[src/rtl/depth_preferred_hash_table_macros.svh]
// Assertion macros for the file that checks its own logic.
// Each check samples on the rising edge of clk and is off while rst_n is low.
`ifndef DEPTH_PREFERRED_HASH_TABLE_MACROS_SVH
`define DEPTH_PREFERRED_HASH_TABLE_MACROS_SVH

`ifndef SYNTHESIS

// The consequent must hold in the same cycle as the antecedent.
`define DPHT_ASSERT_NOW(label, ante, cons) \
    label: assert property (@(posedge clk) disable iff (!rst_n) (ante) |-> (cons)) \
        else $error("%m: same-cycle check failed");

// The consequent must hold in the cycle after the antecedent.
`define DPHT_ASSERT_NEXT(label, ante, cons) \
    label: assert property (@(posedge clk) disable iff (!rst_n) (ante) |=> (cons)) \
        else $error("%m: next-cycle check failed");

`else

`define DPHT_ASSERT_NOW(label, ante, cons)
`define DPHT_ASSERT_NEXT(label, ante, cons)

`endif

`endif

[src/rtl/dpht_pkg.sv]
package dpht_pkg;

    // Action codes of an input item.
    localparam logic [1:0] ACT_PROBE = 2'd0;
    localparam logic [1:0] ACT_STORE = 2'd1;
    localparam logic [1:0] ACT_CLEAR = 2'd2;

    // Bound code that reads back as exact.
    localparam logic [1:0] BOUND_EXACT = 2'd0;
    localparam logic [1:0] BOUND_ALIAS = 2'd3;

    // Packed record layout.
    localparam int KEY_W     = 64;
    localparam int REC_W     = 58;
    localparam int ENTRY_W   = KEY_W + REC_W;
    localparam int MOVE_LSB  = 0;
    localparam int SCORE_LSB = 32;
    localparam int DEPTH_LSB = 48;
    localparam int BOUND_LSB = 56;

    // Store-side limits.
    localparam logic [7:0]  DEPTH_MAX = 8'd254;
    localparam logic [15:0] SCORE_POS = 16'h7FFF;
    localparam logic [15:0] SCORE_NEG = 16'h8000;

    // Commands from the controller to the datapath.
    typedef struct packed {
        logic load_item;  // capture the item and start the entry read
        logic commit;     // write back if needed and load the result
        logic clr_step;   // zero one entry of the clearing sweep
    } dpht_cmd_t;

    // Status from the datapath to the controller.
    typedef struct packed {
        logic item_clear; // held item is a clear action
        logic out_free;   // result register can take a new result
        logic clr_last;   // sweep is at the last entry
    } dpht_stat_t;

endpackage

[src/rtl/dpht_ctrl.sv]
module dpht_ctrl (
    input  logic                clk,
    input  logic                rst_n,
    input  logic                in_valid,
    output logic                in_stall,
    input  dpht_pkg::dpht_stat_t stat,
    output dpht_pkg::dpht_cmd_t  cmd
);
    import dpht_pkg::*;

    typedef enum logic [1:0] {
        ST_CLEAR,
        ST_IDLE,
        ST_EVAL
    } state_t;

    state_t state_reg;
    state_t state_next;
    logic   stall_reg;

    always_comb
    begin
        state_next = state_reg;
        cmd        = '0;
        case (state_reg)
            ST_CLEAR:
            begin
                cmd.clr_step = 1'b1;
                if (stat.clr_last)
                begin
                    state_next = ST_IDLE;
                end
            end
            ST_IDLE:
            begin
                if (in_valid)
                begin
                    cmd.load_item = 1'b1;
                    state_next    = ST_EVAL;
                end
            end
            ST_EVAL:
            begin
                if (stat.out_free)
                begin
                    cmd.commit = 1'b1;
                    state_next = stat.item_clear ? ST_CLEAR : ST_IDLE;
                end
            end
            default:
            begin
                state_next = ST_IDLE;
            end
        endcase
    end

    always_ff @(posedge clk or negedge rst_n)
    begin
        if (!rst_n)
        begin
            state_reg <= ST_CLEAR;
            stall_reg <= 1'b1;
        end
        else
        begin
            state_reg <= state_next;
            stall_reg <= (state_next != ST_IDLE);
        end
    end

    assign in_stall = stall_reg;

endmodule

[config.mk]
export PLATFORM = sky130hd
export DESIGN_NAME = dpht_ctrl
export DESIGN_NICKNAME = d
export VERILOG_FILES = /design/src/rtl/depth_preferred_hash_table_macros.svh /design/src/rtl/dpht_pkg.sv /design/src/rtl/dpht_ctrl.sv
export SDC_FILE = /design/constraint.sdc
export NUM_CORES = 1
export LEC_CHECK = 0
export BUFFER_PORTS_ARGS = -buffer_cell sky130_fd_sc_hd__buf_2
export CAP_MARGIN = 20
export CORE_AREA = 2 2 39 41
export CTS_CLUSTER_SIZE = 16
export DETAILED_ROUTE_END_ITERATION = 8
export DIE_AREA = 0 0 41 43
export GPL_TIMING_DRIVEN = 0
export PLACE_DENSITY = 0.32
export SLEW_MARGIN = 10
export SYNTH_ARGS = -nofsm -noshare
export SYNTH_HDL_FRONTEND = slang
export SYNTH_SLANG_ARGS = --single-unit
[constraint.sdc]
create_clock -name clk -period 1.1 [get_ports clk]
set_input_delay 0.055 -clock clk [delete_from_list [all_inputs] [get_ports clk]]
set_output_delay 0.055 -clock clk [all_outputs]
set_load 0.05 [all_outputs]
== Yosys cells after proc, flatten, opt, wreduce, memory -nomap -nowiden ==
Cells that the tools add are included.
Storage, ports and cells
  ROM bits: 0
  memories: 0
  bits of input ports: 6
  memory bits (writable): 0
  bits in registers: 3
  output and inout bits: 4
  bits in latches: 0
Cells by class
  div/mod/pow operators: 0
  magnitude comparators: 0
  equal/unequal tests: 3
  multiply operators: 0
  add/subtract/negate cells: 0
  reductions and logical operators: 1
  bitwise logic cells: 0
  multiplexer cells: 10
  shift-type cells: 0
Operators with widths (count)
  1-bit 2-to-1 mux: 6
  2-bit 2-to-1 mux: 3
  2-bit one-hot mux with 3 select lines: 1
  2-bit by 1-bit == test with 1-bit output, second input constant: 1
  2-bit == test, second input constant: 1
  2-bit zero test: 1
  2-bit by 1-bit != test with 1-bit output, second input constant: 1

== Depth between registers and ports, before layout ==
  depth in word-level cells: 4
  mapped depth: 2
  gate-level depth less buffers: 2

== Worst setup path after synthesis ==
Ideal clock, no wire load.
  path kind: register -> output
  from: register state_reg[0]
  to: output cmd[1] in the netlist's numbering
  setup slack: -0.151 ns
  path buffers: 0
  arrival: 1.196 ns
  required time: 1.045 ns
  stages on the path, launching flop included: 3
  path through: dfrtp_1 nand2b_1 nor2_1
RTL lines
  start: declaration: line dpht_ctrl.sv:17  | state_t state_reg;
  start signal: assignment: line dpht_ctrl.sv:66  | state_reg <= state_next;
  end: declaration: line dpht_ctrl.sv:7  | output dpht_pkg::dpht_cmd_t cmd

==> results.yml <==
worst_setup_path:
  r2r-end: "state_reg[0]"
  r2r_slack_ns: 0.02
  cp-end-kind: "output pin"
  critical_path_class: "reg -> out"
  cp.required_ns: 1.04
  crit_end: "cmd[2]"
  crit_path_max_fanout: 5
  cp.arrival_ns: 1.08
  setup.worst_path.start: "state_reg[1]"
  r2r_cells: 4
  rr_startpoint: "state_reg[1]"
  startpoint_type: "flip-flop"
pwr:
  p_leak_uw: 0.000161
  switching_share_pct: 43.3
  power_uw: 1010
  clkPwrFrac_pct: 19.3
  peakVddDrop_v: 0.000959
  internal-power_uw: 571
  power_switching_uw: 437
  comb_power_share_pct: 57.2
  seq_power_share_pct: 23.5
  p_per_area_nw_per_um2: 3120
sta:
  min_period_ns: 1.14
  relSlewSlack_pct: 84.9
  finClkSkew_ns: 0.0000729
  grt_setup_unrepaired: "true"
  fin_ws_ns: -0.0379
  finalMaxSlewViolations: 0
  whs_ns: 0.0244
  tightestPinTransition_ns: 0.225
  min_period_over_period_pct: 103
  hold_violations: 0
  setup_violations: 2
  tns_ns: -0.0534
  max_clock_freq_mhz: 879
floorplanning:
  start_util_pct: 10.2
  core_sq_um: 1380
  ios: 10
  dieArea_sq_um: 1760
  rows: 14
  fp.dieW_um: 41
  fp.dieH_um: 43
clock_network:
  clkTransAtPathRegs_ns: 0.04
  clockBufferDepth: 2
  clockRootBuffer: "clkbuf_4"
  clock-sinks: 3
  worstSkewPairLatency_ns: 0.23
  cts_made_buffers: 3
  cts_tree: "done"
  h-tree-depth: 1
grt:
  grt_pass1_wl_um: 752
  overflow: 0
  grt_antenna_before_repair: 0
  use_met1_pct: 6.45
  grt_usage_pct: 7.24
  grt_pass1_vias: 188
  grt_max_degree: 6
  grt.met2_usage_pct: 9.38
  busiest_layer: "met4"
  met3_usage_pct: 3.66
synthesis:
  ys_types: 11
  synth_compound_area_share_pct: 15.0
  synth_seq_cells: 3
  synth_simple_gate_area_share_pct: 25.7
  synthDominantCellAreaShare_pct: 35.4
  synth-xor-area-share_pct: 0
  synth_edf_count: 0
  synth_commonest_cells: "dfrtp_1, inv_1, nor2_1"
  synth_warnings: 0
  synth_cells: 14
  async_reset_ff_share_pct: 100
  synthFlopType: "dfrtp_1"
  synth_mux_area_share_pct: 0
  netlist_area_sq_um: 141
  yosysTopAreaCell: "dfrtp_1"
  syn_nets: 20
  synth_seq_area_share_pct: 54.0
  synth.area.top_cells: "dfrtp_1, dfstp_2, and3b_1"
  synthAdderAreaFrac_pct: 0
  syn-mean-instance-area_sq_um: 10.1
  synth_top_family_by_area: "simple AND/OR/NAND/NOR gates"
worst_hold_path:
  hold_path_class: "in -> reg"
  hold_path_depth: 2
placement:
  port_buffers: 9
  place.gp.congestion: 0.671
  dp_hpwl_um: 272
  pre_cts_ws_ns: 0.0769
drt:
  final_antenna_net_count: 0
  wl_um: 455
  viasPerCell: 3.80
  drc: 0
  num_vias: 186
  wl_per_cell_um: 9.29
  first_iter_violations: 1
  dr.pass1.iters: 2
run:
  cap_violations: 0
cells_and_area:
  layout.nets: 40
  largest_reg_flops: 2
  antenna-diode-count: 0
  layout-drive-gt1-share_pct: 69.7
  utilization_pct: 23.3
  syn2layout_area_growth_pct: 128
status:
  violations: "negative setup slack"
  status: "finished with violations"
-- how the worst min path moves through the flow --
stage / start / end / slack, ns
6_report: stat[1] / state_reg[1] / 0.02
4_1_cts: stat[1] / state_reg[1] / 0.02
3_5_place_dp: rst_n / state_reg[0] / -0.15
5_1_grt: stat[1] / state_reg[1] / 0.02
2_1_floorplan: rst_n / state_reg[0] / -0.24
3_3_place_gp: rst_n / state_reg[1] / -0.15
-- stage by stage --
stage,instance area [sq um],cells
global route,323,49
detailed placement,211,39
floorplan,146,14
global placement,211,39
CTS,297,47
finish,323,49
-- power by group through the flow --
stage | clock network [uW] | registers (uW) | logic (uW)
floorplan | 0 | 288 | 242
global placement | 0 | 225 | 383
detailed placement | 0 | 229 | 384
CTS | 209 | 229 | 517
global route | 223 | 253 | 609
finish | 195 | 237 | 577
-- logic make-up after synthesis --
| group | Yosys count |
|---|---|
| AOI/OAI and AO/OA | 3 |
| buffers and inverters | 2 |
| DFF | 3 |
| and+or+nand+nor | 6 |
-- layer usage --
layer  routed length, um  part of all wire [%]
met3                  56                    12
met5                   0                     0
met1                 181                    40
met2                 202                    44
met4                  14                   3.1
-- cells in the final DEF, fill, tap and decap left out, types with 2 or more instances in the layout --
cell      n
buf_2     6
clkbuf_4  4
buf_4     4
inv_1     2
buf_6     2
dfrtp_2   2
-- repair_timing --
item	CTS	global route
resized for setup	7	4
cloned	0	0
setup endpoints to repair	2	3
buffers inserted	3	2
hold buffers	1	0
endpoints found under the hold margin	3	0
-- critical path: stages (launching register included) --
cell and delay (ns):
dfrtp_2 0.43, nand3b_1 0.19, inv_1 0.08, buf_6 0.15
-- final cells by class --
| type | instances | area (sq um) |
|---|---|---|
| Sequential cell | 3 | 78.8 |
| Fill cell | 161 | 1060 |
| Tap cell | 16 | 20.0 |
| Timing Repair Buffer | 15 | 115 |
| Clock buffer | 4 | 26.3 |
| Inverter | 2 | 7.51 |
| Multi-Input combinational cell | 9 | 75.1 |
Note: power is estimated with default switching activity, not from simulation.
